## config.mk

```make
export PLATFORM = sky130hd
export DESIGN_NAME = bit_field_copy_fill
export DESIGN_NICKNAME = d
export VERILOG_FILES = /design/src/rtl/bfcf_pkg.sv /design/src/rtl/bit_field_copy_fill.sv /design/src/rtl/bfcf_out_queue.sv
export SDC_FILE = /design/constraint.sdc
export NUM_CORES = 1
export LEC_CHECK = 0
export BUFFER_PORTS_ARGS = -buffer_cell sky130_fd_sc_hd__buf_2
export CAP_MARGIN = 40
export CORE_MARGIN = 2
export CORE_UTILIZATION = 50
export CTS_CLUSTER_DIAMETER = 40
export CTS_CLUSTER_SIZE = 25
export DETAILED_ROUTE_END_ITERATION = 12
export GPL_TIMING_DRIVEN = 0
export PLACE_DENSITY_LB_ADDON = 0.08
export SLEW_MARGIN = 20
export SYNTH_ARGS = -nofsm -noshare
export SYNTH_HDL_FRONTEND = slang
export SYNTH_SLANG_ARGS = --single-unit
```

## constraint.sdc

```tcl
create_clock -name clk -period 13.2 [get_ports clk]
set_input_delay 2.64 -clock clk [delete_from_list [all_inputs] [get_ports clk]]
set_output_delay 2.64 -clock clk [all_outputs]
set_load 0.01 [all_outputs]
```

## src/rtl/bfcf_pkg.sv

```systemverilog
`timescale 1ns / 1ps
`default_nettype none

package bfcf_pkg;

  // Destination byte address width and the largest store it can reach.
  localparam int IDX_W           = 13;
  localparam int MAX_STORE_BYTES = 2 ** IDX_W;

  localparam int BYTE_W   = 8;
  localparam int PHASE_W  = 3;
  localparam int LEN_W    = 17;
  localparam int DSTART_W = 16;

  // Configuration register indexes.
  localparam logic [2:0] REG_FILL_MODE  = 3'd0;
  localparam logic [2:0] REG_FILL_BIT   = 3'd1;
  localparam logic [2:0] REG_SRC_START  = 3'd2;
  localparam logic [2:0] REG_DST_START  = 3'd3;
  localparam logic [2:0] REG_RUN_LENGTH = 3'd4;

  localparam int CFG_INDEX_W = 3;
  localparam int CFG_DATA_W  = LEN_W;

  // Result queue depth; a transaction may push two entries.
  localparam int QDEPTH = 4;
  localparam int QPTR_W = 2;
  localparam int QCNT_W = 3;

  localparam int OUT_TDATA_W = 32;

  typedef struct packed {
    logic [IDX_W-1:0]  dest_index;
    logic [BYTE_W-1:0] write_data;
    logic [BYTE_W-1:0] write_mask;
    logic              run_done;
  } wr_t;

  typedef struct packed {
    logic v0;
    logic v1;
    wr_t  w0;
    wr_t  w1;
  } push_t;

endpackage

`default_nettype wire

```

## src/rtl/bit_field_copy_fill.sv

```systemverilog
`timescale 1ns / 1ps
`default_nettype none

// Unaligned bit-field copy and fill engine. Each stream transaction on the
// slave side carries one source byte; a run begins with the transaction whose
// tuser bit is set, using the configuration registers as they stand then
// (write them only while the block is idle). Bits are numbered LSB first and
// are placed at any bit offset of the destination store; every destination
// byte leaves as one masked write (index, data, mask) on the master side, and
// tlast marks the final write of the run. The run is clipped to the store of
// min(DEST_BYTES, 8192) bytes. The block takes one source byte per clock
// while tready is high: the step logic sits between the input handshake and
// a four-entry result queue. A source byte yields zero, one or two writes;
// two appear only when the last byte of a run both closes a destination
// byte and flushes the carry, and the queue absorbs the extra write. tready
// drops only when the queue holds more than two writes.
module bit_field_copy_fill #(
  parameter int DEST_BYTES = 8192
) (
  input  wire logic        clk,
  input  wire logic        rst,
  // Configuration write port
  input  wire logic        cfg_we,
  input  wire logic [2:0]  cfg_index,
  input  wire logic [16:0] cfg_data,
  // Source stream
  input  wire logic        s_axis_tvalid,
  output logic             s_axis_tready,
  input  wire logic [7:0]  s_axis_tdata,   // [7:0] source_byte
  input  wire logic        s_axis_tuser,   // [0] run_start
  // Destination write stream
  output logic             m_axis_tvalid,
  input  wire logic        m_axis_tready,
  output logic [31:0]      m_axis_tdata,   // [12:0] dest_index, [20:13] write_data,
                                           // [28:21] write_mask, [31:29] zero
  output logic             m_axis_tlast    // run_done
);

  localparam int STORE_BYTES = (DEST_BYTES < bfcf_pkg::MAX_STORE_BYTES) ?
                               DEST_BYTES : bfcf_pkg::MAX_STORE_BYTES;
  localparam logic [bfcf_pkg::LEN_W-1:0] STORE_BITS = bfcf_pkg::LEN_W'(STORE_BYTES * 8);

  // Configuration registers
  logic                             fill_mode;
  logic                             fill_bit;
  logic [bfcf_pkg::PHASE_W-1:0]     src_start;
  logic [bfcf_pkg::DSTART_W-1:0]    dst_start;
  logic [bfcf_pkg::LEN_W-1:0]       run_length;
  logic [bfcf_pkg::LEN_W-1:0]       run_length_clip;  // run length cut to the store

  // Run state
  logic [bfcf_pkg::BYTE_W-1:0]      carry_bits;
  logic [bfcf_pkg::BYTE_W-1:0]      carry_mask;
  logic [bfcf_pkg::PHASE_W-1:0]     dest_phase;
  logic [bfcf_pkg::LEN_W-1:0]       bits_left;
  logic [bfcf_pkg::IDX_W-1:0]       next_dest_index;
  logic                             first_byte_pending;

  logic [bfcf_pkg::BYTE_W-1:0]      carry_bits_next;
  logic [bfcf_pkg::BYTE_W-1:0]      carry_mask_next;
  logic [bfcf_pkg::PHASE_W-1:0]     dest_phase_next;
  logic [bfcf_pkg::LEN_W-1:0]       bits_left_next;
  logic [bfcf_pkg::IDX_W-1:0]       next_dest_index_next;
  logic                             first_byte_pending_next;

  logic                             in_acc;
  logic                             q_ready;
  bfcf_pkg::push_t                  push;
  bfcf_pkg::wr_t                    q_entry;

  // Clip a run to the store: empty when the start lies past the end.
  function automatic logic [bfcf_pkg::LEN_W-1:0] clip_len(
    input logic [bfcf_pkg::DSTART_W-1:0] dst,
    input logic [bfcf_pkg::LEN_W-1:0]    len
  );
    logic [bfcf_pkg::LEN_W-1:0] dst_w;
    logic [bfcf_pkg::LEN_W-1:0] room;
    dst_w = bfcf_pkg::LEN_W'(dst);
    room  = STORE_BITS - dst_w;
    if (dst_w >= STORE_BITS) begin
      return '0;
    end else if (len < room) begin
      return len;
    end else begin
      return room;
    end
  endfunction

  // Configuration writes; refresh the clipped length with the new value.
  always_ff @(posedge clk) begin
    if (rst) begin
      fill_mode       <= 1'b0;
      fill_bit        <= 1'b0;
      src_start       <= '0;
      dst_start       <= '0;
      run_length      <= '0;
      run_length_clip <= '0;
    end else if (cfg_we) begin
      case (cfg_index)
        bfcf_pkg::REG_FILL_MODE: begin
          fill_mode <= cfg_data[0];
        end
        bfcf_pkg::REG_FILL_BIT: begin
          fill_bit <= cfg_data[0];
        end
        bfcf_pkg::REG_SRC_START: begin
          src_start <= cfg_data[bfcf_pkg::PHASE_W-1:0];
        end
        bfcf_pkg::REG_DST_START: begin
          dst_start       <= cfg_data[bfcf_pkg::DSTART_W-1:0];
          run_length_clip <= clip_len(cfg_data[bfcf_pkg::DSTART_W-1:0], run_length);
        end
        bfcf_pkg::REG_RUN_LENGTH: begin
          run_length      <= cfg_data;
          run_length_clip <= clip_len(dst_start, cfg_data);
        end
        default: begin
        end
      endcase
    end
  end

  assign s_axis_tready = q_ready;
  assign in_acc        = s_axis_tvalid && s_axis_tready;

  // Single-pass step for one source byte.
  always_comb begin
    logic [bfcf_pkg::BYTE_W-1:0]  r_carry;
    logic [bfcf_pkg::BYTE_W-1:0]  r_cmask;
    logic [bfcf_pkg::PHASE_W-1:0] r_phase;
    logic [bfcf_pkg::LEN_W-1:0]   r_left;
    logic [bfcf_pkg::IDX_W-1:0]   r_idx;
    logic                         r_first;
    logic [bfcf_pkg::BYTE_W-1:0]  sb;
    logic [bfcf_pkg::PHASE_W-1:0] shift;
    logic [3:0]                   avail;
    logic [3:0]                   n;
    logic [bfcf_pkg::BYTE_W-1:0]  nmask;
    logic [bfcf_pkg::BYTE_W-1:0]  bits;
    logic [15:0]                  acc;
    logic [15:0]                  accmask;
    logic [3:0]                   total;
    logic [bfcf_pkg::LEN_W-1:0]   left_after;
    logic                         active;
    logic                         first_v;
    logic                         flush_v;
    bfcf_pkg::wr_t                first_w;
    bfcf_pkg::wr_t                flush_w;

    // Start of run: reload from configuration, drop any unwritten carry.
    if (s_axis_tuser) begin
      r_carry = '0;
      r_cmask = '0;
      r_phase = dst_start[bfcf_pkg::PHASE_W-1:0];
      r_left  = run_length_clip;
      r_idx   = dst_start[bfcf_pkg::DSTART_W-1:bfcf_pkg::PHASE_W];
      r_first = 1'b1;
    end else begin
      r_carry = carry_bits;
      r_cmask = carry_mask;
      r_phase = dest_phase;
      r_left  = bits_left;
      r_idx   = next_dest_index;
      r_first = first_byte_pending;
    end

    active = (r_left != '0);

    if (fill_mode) begin
      shift = '0;
      avail = 4'd8 - 4'(r_phase);
      sb    = fill_bit ? 8'hff : 8'h00;
    end else begin
      shift = r_first ? src_start : '0;
      avail = 4'd8 - 4'(shift);
      sb    = s_axis_tdata;
    end

    n          = (bfcf_pkg::LEN_W'(avail) < r_left) ? avail : r_left[3:0];
    nmask      = 8'((9'd1 << n) - 9'd1);
    bits       = (sb >> shift) & nmask;
    left_after = r_left - bfcf_pkg::LEN_W'(n);
    acc        = 16'(r_carry) | (16'(bits) << r_phase);
    accmask    = 16'(r_cmask) | (16'(nmask) << r_phase);
    total      = 4'(r_phase) + n;

    first_v            = active && total[3];
    first_w.dest_index = r_idx;
    first_w.write_data = acc[7:0] & accmask[7:0];
    first_w.write_mask = accmask[7:0];
    first_w.run_done   = (left_after == '0) && (accmask[15:8] == '0);

    carry_bits_next         = r_carry;
    carry_mask_next         = r_cmask;
    dest_phase_next         = r_phase;
    bits_left_next          = r_left;
    next_dest_index_next    = r_idx;
    first_byte_pending_next = r_first;

    if (active) begin
      first_byte_pending_next = 1'b0;
      bits_left_next          = left_after;
      if (total[3]) begin
        // Byte complete: advance the index, keep the spill bits.
        next_dest_index_next = r_idx + 1'b1;
        carry_bits_next      = acc[15:8];
        carry_mask_next      = accmask[15:8];
        dest_phase_next      = total[2:0];
      end else begin
        carry_bits_next = acc[7:0];
        carry_mask_next = accmask[7:0];
        dest_phase_next = total[2:0];
      end
    end

    // End of run with a partial byte in the carry: flush it.
    flush_v            = active && (left_after == '0) && (carry_mask_next != '0);
    flush_w.dest_index = next_dest_index_next;
    flush_w.write_data = carry_bits_next & carry_mask_next;
    flush_w.write_mask = carry_mask_next;
    flush_w.run_done   = 1'b1;
    if (flush_v) begin
      carry_bits_next = '0;
      carry_mask_next = '0;
    end

    push.v0 = in_acc && (first_v || flush_v);
    push.v1 = in_acc && first_v && flush_v;
    push.w0 = first_v ? first_w : flush_w;
    push.w1 = flush_w;
  end

  always_ff @(posedge clk) begin
    if (rst) begin
      carry_bits         <= '0;
      carry_mask         <= '0;
      dest_phase         <= '0;
      bits_left          <= '0;
      next_dest_index    <= '0;
      first_byte_pending <= 1'b1;
    end else if (in_acc) begin
      carry_bits         <= carry_bits_next;
      carry_mask         <= carry_mask_next;
      dest_phase         <= dest_phase_next;
      bits_left          <= bits_left_next;
      next_dest_index    <= next_dest_index_next;
      first_byte_pending <= first_byte_pending_next;
    end
  end

  bfcf_out_queue u_out_queue (
    .clk        (clk),
    .rst        (rst),
    .push       (push),
    .push_ready (q_ready),
    .out_valid  (m_axis_tvalid),
    .out_ready  (m_axis_tready),
    .out_entry  (q_entry)
  );

  assign m_axis_tdata = {3'b000, q_entry.write_mask, q_entry.write_data, q_entry.dest_index};
  assign m_axis_tlast = q_entry.run_done;

  // Carry bits always sit below the destination bit phase.
  a_carry_below_phase : assert property (@(posedge clk) disable iff (rst)
    (carry_mask >> dest_phase) == '0)
    else $error("carry mask reaches past the destination phase");

  // Every write replaces at least one bit, and data stays inside its mask.
  a_mask_nonzero : assert property (@(posedge clk) disable iff (rst)
    m_axis_tvalid |-> (q_entry.write_mask != '0))
    else $error("write with an empty mask");

  a_data_in_mask : assert property (@(posedge clk) disable iff (rst)
    m_axis_tvalid |-> ((q_entry.write_data & ~q_entry.write_mask) == '0))
    else $error("write data outside its mask");

  // With no bits left, nothing waits in the carry.
  a_idle_no_carry : assert property (@(posedge clk) disable iff (rst)
    (bits_left == '0) |-> (carry_mask == '0))
    else $error("carry left over after the run ended");

endmodule

`default_nettype wire

```

## src/rtl/bfcf_out_queue.sv

```systemverilog
`timescale 1ns / 1ps
`default_nettype none

module bfcf_out_queue (
  input  wire logic           clk,
  input  wire logic           rst,
  input  wire bfcf_pkg::push_t push,
  output logic                push_ready,
  output logic                out_valid,
  input  wire logic           out_ready,
  output bfcf_pkg::wr_t       out_entry
);

  bfcf_pkg::wr_t                  entries [bfcf_pkg::QDEPTH];
  logic [bfcf_pkg::QPTR_W-1:0]    head;
  logic [bfcf_pkg::QPTR_W-1:0]    tail;
  logic [bfcf_pkg::QCNT_W-1:0]    count;
  logic [bfcf_pkg::QCNT_W-1:0]    count_next;
  logic [bfcf_pkg::QCNT_W-1:0]    n_push;
  logic                           pop;

  assign pop        = out_valid && out_ready;
  assign n_push     = bfcf_pkg::QCNT_W'(push.v0) + bfcf_pkg::QCNT_W'(push.v1);
  assign count_next = count + n_push - bfcf_pkg::QCNT_W'(pop);

  // Room for two entries whatever the output side does this cycle.
  assign push_ready = (count <= bfcf_pkg::QCNT_W'(bfcf_pkg::QDEPTH - 2));
  assign out_valid  = (count != '0);
  assign out_entry  = entries[head];

  always_ff @(posedge clk) begin
    if (rst) begin
      head  <= '0;
      tail  <= '0;
      count <= '0;
    end else begin
      if (pop) begin
        head <= head + 1'b1;
      end
      tail  <= tail + n_push[bfcf_pkg::QPTR_W-1:0];
      count <= count_next;
    end
  end

  always_ff @(posedge clk) begin
    if (push.v0) begin
      entries[tail] <= push.w0;
    end
    if (push.v1) begin
      entries[tail + 1'b1] <= push.w1;
    end
  end

  a_no_overflow : assert property (@(posedge clk) disable iff (rst)
    count <= bfcf_pkg::QCNT_W'(bfcf_pkg::QDEPTH))
    else $error("result queue overflow");

  a_pop_decrements : assert property (@(posedge clk) disable iff (rst)
    (pop && !push.v0 && !push.v1) |=> (count == $past(count) - 1'b1))
    else $error("queue count did not drop on pop");

  a_second_needs_first : assert property (@(posedge clk) disable iff (rst)
    push.v1 |-> push.v0)
    else $error("second entry pushed without the first");

endmodule

`default_nettype wire
```

; Word-level counts from Yosys, hierarchy flattened
; Memories as Yosys holds them, arrays and structs flattened. A register that Yosys moved wholly into a read port is not among the register bits.
; Index checks and enable logic that the tools add are counted.
[word_totals]
register_bits = 112
latch_bits = 0
ram_bits = 120
romBits = 0
in_bits = 34
output_inout_bits = 35
elab_cells = 103
mem_count = 1
[op_classes]
addsub = 14
mul = 0
div = 0
n_lt_le_gt_ge = 4
n_eq_ne = 4
shift = 4
mux = 33
bitwise_logic = 5
reduce_logical = 23
[memory_table]
columns = name, depth, word_bits, rd, rd_clocked_by_memory_dff, wr, line
row1 = u_out_queue.entries, 4, 30, 1, 1, 2, bfcf_out_queue.sv:14  ; bfcf_pkg::wr_t entries [bfcf_pkg::QDEPTH];
[ops]
columns = operator, n
row1 = 8-bit two-way mux, 10
row2 = 17-bit two-way mux, 4
row3 = 13-bit two-way mux, 3
row4 = 17-bit < comparator, 2
row5 = 17-bit one-hot mux with 2 select lines, 1
row6 = "17-bit by 16-bit subtractor with 17-bit output, first input constant", 2
row7 = 8-bit by 16-bit bitwise OR with 16-bit output, 2
row8 = 8-bit by 3-bit left shift with 16-bit output, 2
row9 = 30-bit two-way mux, 1
row10 = 8-bit bitwise AND, 3
row11 = 17-bit zero test, 1
row12 = 4-bit by 17-bit < comparator with 1-bit output, 1
row13 = 17-bit nonzero test, 1
row14 = 17-bit by 4-bit subtractor with 17-bit output, 1
row15 = "13-bit by 1-bit adder with 13-bit output, second input constant", 1
row16 = 3-bit two-way mux, 4
row17 = 2-bit AND reduction, 6
row18 = 1-bit logical AND, 9
row19 = 8-bit zero test, 1
row20 = 4-bit two-way mux, 2
row21 = 8-bit nonzero test, 1
row22 = "1-bit by 4-bit left shift with 8-bit output, first input constant", 1
row23 = 8-bit by 3-bit right shift with 8-bit output, 1
row24 = "4-bit by 3-bit subtractor with 4-bit output, first input constant", 2
row25 = 17 further kinds, 25

; Depth between registers and ports, before layout
[logic_depth]
ltp_word = 19
depth_mapped = 41
mapped_depth_nobuf = 34

; Cells and area by module
; A second synthesis with hierarchy kept.
[hier_totals]
hier_cells = 1680
hier_area_um2 = 16424.5
[modules_own_cells]
columns = module, instances, cells_per_inst, area_each_um2, seq_area_each_um2
row1 = bit_field_copy_fill, 1, 1342, 10204.8, 2102.0
row2 = bfcf_out_queue, 1, 338, 6219.7, 3783.6

; Worst setup path before layout
; OpenSTA, ideal clock, no wires.
[synth_timing]
path_kind = in2reg
start = input s_axis_tuser
end = register u_out_queue.count[2] in the netlist's numbering
arrival_time_ns = 10.674
required_ns = 13.072
path_slack_ns = 2.399
stages = 39
path_cell_list = buf_2 buf_2 mux2_2 clkbuf_1 buf_1 a21oi_1 ha_1 and2_1 mux2_2 nor2_1 ha_1 a21o_1 a211o_1 o2111a_4 buf_6 buf_2 mux2i_1 inv_1 [... 3 more ...] nand2b_1 or2_2 nor3b_1 xnor2_1 or4_1 nor2_1 and3_1 clkbuf_1 o21a_2 buf_2 and3_1 ha_1 inv_1 ha_1 inv_1 fa_1 xnor2_1 nor2_1
[synth_via]
elab_chain_cells = 19
elab_cells_between_ends = 31
cone_classes = add/sub (8) / order compare (1) / shift (2) / mux (9) / bitwise (1) / reduce/logical (10)
[synth_rtl]
columns = item, line
row1 = start: declaration, bit_field_copy_fill.sv:30  ; input wire logic s_axis_tuser,
row2 = 1-bit two-way mux, bit_field_copy_fill.sv:151  ; if (s_axis_tuser) begin
row3 = 3-bit two-way mux, bit_field_copy_fill.sv:174  ; shift = r_first ? src_start : '0;
row4 = 4-bit by 3-bit subtractor with 4-bit output, bit_field_copy_fill.sv:175  ; avail = 4'd8 - 4'(shift);
row5 = 4-bit two-way mux, bit_field_copy_fill.sv:169  ; if (fill_mode) begin
row6 = 4-bit by 17-bit < comparator with 1-bit output, bit_field_copy_fill.sv:179  ; n = (bfcf_pkg::LEN_W'(avail) < r_left) ? avail : r_left[3:0];
row7 = 4-bit two-way mux, bit_field_copy_fill.sv:179
row8 = 1-bit by 4-bit left shift with 8-bit output, bit_field_copy_fill.sv:180  ; nmask = 8'((9'd1 << n) - 9'd1);
row9 = 8-bit by 1-bit subtractor with 8-bit output, bit_field_copy_fill.sv:180
row10 = [... 3 more ...], -
row11 = 8-bit two-way mux, bit_field_copy_fill.sv:200  ; if (active) begin
row12 = 8-bit nonzero test, bit_field_copy_fill.sv:217  ; flush_v = active && (left_after == '0) && (carry_mask_next != '0);
row13 = 1-bit logical AND, bit_field_copy_fill.sv:217
row14 = 1-bit logical OR, bit_field_copy_fill.sv:227  ; push.v0 = in_acc && (first_v || flush_v);
row15 = 1-bit logical AND, bit_field_copy_fill.sv:227
row16 = 1-bit by 1-bit adder with 2-bit output (*), bfcf_out_queue.sv:23  ; assign n_push = bfcf_pkg::QCNT_W'(push.v0) + bfcf_pkg::QCNT_W'(push.v1);
row17 = 3-bit adder (*), bfcf_out_queue.sv:24  ; assign count_next = count + n_push - bfcf_pkg::QCNT_W'(pop);
row18 = 3-bit by 1-bit subtractor with 3-bit output (*), bfcf_out_queue.sv:24
row19 = end signal: assignment, bfcf_out_queue.sv:41  ; count <= count_next;
row20 = end: declaration, bfcf_out_queue.sv:17  ; logic [bfcf_pkg::QCNT_W-1:0] count;
; Every way passes the cells marked *; elsewhere a longest branch is shown, timed or not.
; A chain may end at the register's enable or synchronous reset.

; Worst setup path after layout
; Ends and elaborated chain as after synthesis.

==> run metrics <==
worst path arrival time=12.97 ns; die width=180.4 um; Worst Setup Start Kind=input port; hold path start=next_dest_index[6]; Final Hold Fails=0; FF-to-FF End=u_out_queue.count[2]; hold endpoint=next_dest_index[6]; sw frac=0.3841; clock share of power=0.316; Hold Crit Class=flop to flop; crit share post-route=0.9520; status=completed; Rel. slew slack=0.3706; Syn. warnings=0; DR vias/cell=6.354; commonest non-fill, non-tap cell in the layout=nand2_1; Critical-path top delay cell=a211oi_2; commonest non-fill, non-tap cells in the layout=nand2_1 (187), nor2_1 (130), dfxtp_1 (118); register bit total from synthesis=234; Post-CTS Hold Buffers=0; Die Ht=180.4 um; GR Overflow Total=0; Routed Antenna Nets=0; worst vdd ir=0.09415 mV; unrepaired setup endpoints after global routing=no; CTS H-tree depth=2; io pins=69; register area=5846 sq um; drt wl/cell=22.44 um; crit-path max FO=10; Net Switching=1.193 mW; TritonCTS clock tree=built; Power Density=174.2 nW/um^2; FILL cells=2772; Netlist cell types=95; count of final setup violators=0; Hold WS=0.4494 ns; Tot GR Track Use=0.3033; Final Non-Filler Cells=2252; CTS Buffer Depth=3; post-layout utilization of the core=0.5827; Max Clock Freq=79.58 MHz; drt pass-1 iters=5; Post-synth EDFFs=116; register area share after synthesis=0.3756; multi-input logic area=9015 sq um; # placed instances=2183; maxcap violations=0; Layout Nets=1916; Total Wirelength=50.54 mm; initial antenna violation count=0; Fin Setup TNS=0 ns; Pint=1.912 mW; CP peak stage delay=0.60 ns; Syn Area/Cell=9.108 sq um; largest net degree at the start of global routing=19; post-CTS setup buffer count=0; Initial Util=0.5088; Worst Tran Pin Value=0.9322 ns; Clock Skew=0.02578 ns; vias in the first global route=13600; reg2reg path depth=35; Post-CTS Resized=0; WHS Path Cells=2; IO buf count=64; P&R area growth vs syn=14.51%; clk sink count=234; fin. max-slew vios=0; Setup Crit Path Kind=input port to flop; Critical R2R Launch=dst_start[1]; Async S/R FF share, synth=0; Clk pin slew, worst setup/hold paths=0.06 ns; Flop pwr share=0.293; Worst Setup End Kind=flop; CTS root buf=clkbuf_16; dpl hpwl=38.46 mm; die area=32560 sq um; Antenna diodes=0; Core Footprint=30590 sq um; DRT iter0 DRCs=1334; Logic pwr share=0.391; Worst EP required=13.60 ns; via count=14310; layout cells sized above 1=0.1395; post-layout minimum cycle time=12.57 ns; synthesized area=15560 sq um; Pleak=6.986 nW; Placed Instance Area=16570 sq um; # DRC=0; first-pass GRT wire length=78.75 mm; Final Cell Area=17820 sq um; CTS Buf Count=37; Worst-Skew Late Latency=0.54 ns; GPL Wtd Cong=0.9852; R2R Setup Slk=3.05 ns; Cells after Synth=1709; row cnt=64; Synth Flop Type=dfxtp_1
power by group through the flow:
stage / clock, mW / combinational (mW) / sequential (mW)
2_1_floorplan: 0 / 0.822 / 0.903
3_3_place_gp: 0 / 1.15 / 0.920
3_5_place_dp: 0 / 1.19 / 0.921
4_1_cts: 0.987 / 1.19 / 0.907
5_1_grt: 1.02 / 1.31 / 0.916
6_report: 0.981 / 1.22 / 0.909
per-layer routing:
| metal | vias to the layer above | part of all wire | track usage |
|---|---|---|---|
| met4 | 0 | 0.031 | 0.1003 |
| li1 | 6661 | - | - |
| met5 | - | 0 | 0 |
| met1 | 6850 | 0.45 | 0.4258 |
| met2 | 677 | 0.45 | 0.4850 |
| met3 | 121 | 0.069 | 0.04022 |
through the flow:
step | total power [mW] | worst slack, ns
after floorplan | 1.725 | 2.399
after global placement | 2.069 | -0.4343
after detailed placement | 2.109 | 0.3607
after CTS | 3.087 | 0.8733
after global routing | 3.247 | 0.09615
final | 3.105 | 0.6341
cells by family (layout without fill, tap and decap cells):
logic type                 after synthesis  after routing  share of synthesized area
DFF                                    234            234                     0.3756
adders and majority gates               55             55                    0.04566
AOI/OAI and AO/OA                      484            484                     0.2113
muxes                                  129            129                     0.1085
buffers and inverters                  173            318                    0.04686
other                                    1              3                  0.0002409
xor gates and xnor gates                63             63                    0.03714
and+or+nand+nor                        570            570                     0.1747
state kept, by name, indices dropped and copies added, names as in the netlist, named ones only:
register,count
dest_phase,3
bits_left,17
fill_mode,1
run_length_clip,17
fill_bit,1
next_dest_index,13
u_out_queue.count,3
run_length,17
u_out_queue.head,2
src_start,3
dst_start,16
u_out_queue.entries,120
carry_bits,8
carry_mask,8
u_out_queue.tail,2
first_byte_pending,1
how the worst max path moves through the flow:
stage / cells after the start / from / to / slack, ns
finish: 38 / s_axis_tuser / u_out_queue.count[2] / 0.63
global route: 38 / s_axis_tuser / u_out_queue.count[2] / 0.1
CTS: 38 / s_axis_tuser / u_out_queue.count[2] / 0.87
detailed placement: 38 / s_axis_tuser / u_out_queue.count[2] / 0.36
global placement: 29 / s_axis_tuser / u_out_queue.entries[3][5] / -0.43
floorplan: 39 / s_axis_tuser / u_out_queue.count[2] / 2.40
synthesized netlist by cell type, types with 22 or more instances:
library cell	instances	area, sq um
nand2_1	191	716.9
nand2b_1	25	156.4
ha_1	52	650.6
xor2_1	22	192.7
a21o_1	26	195.2
nand3_1	27	135.1
clkbuf_1	78	292.8
edfxtp_1	116	3483
xnor2_1	39	341.6
mux2i_1	83	830.8
o22ai_1	83	519.3
mux4_2	30	675.7
nor3_1	57	285.3
nor2_1	130	488.0
a21oi_1	117	585.6
o21ai_0	42	210.2
dfxtp_1	118	2362
inv_1	51	191.4
o21ai_1	27	135.1
area by class of cell:
cell class	count	share of cell area
multi-input combinational	1304	0.5058
sequential	234	0.3280
clock buffer	44	0.05455
buffer	118	0.02927
tap	396	0.02780
timing repair buffer	77	0.02766
clock inverter	24	0.01530
inverter	55	0.01165
worst max-delay path: cells and delay by family:
kind | cells | cell delay (ns)
mux | 2 | 0.59
xor+xnor | 1 | 0.16
compound gates | 10 | 3.12
simple gates | 9 | 1.68
fa+ha+maj | 6 | 1.70
buf+inv | 10 | 3.01
No activity file was read; power rests on OpenSTA's default activity.
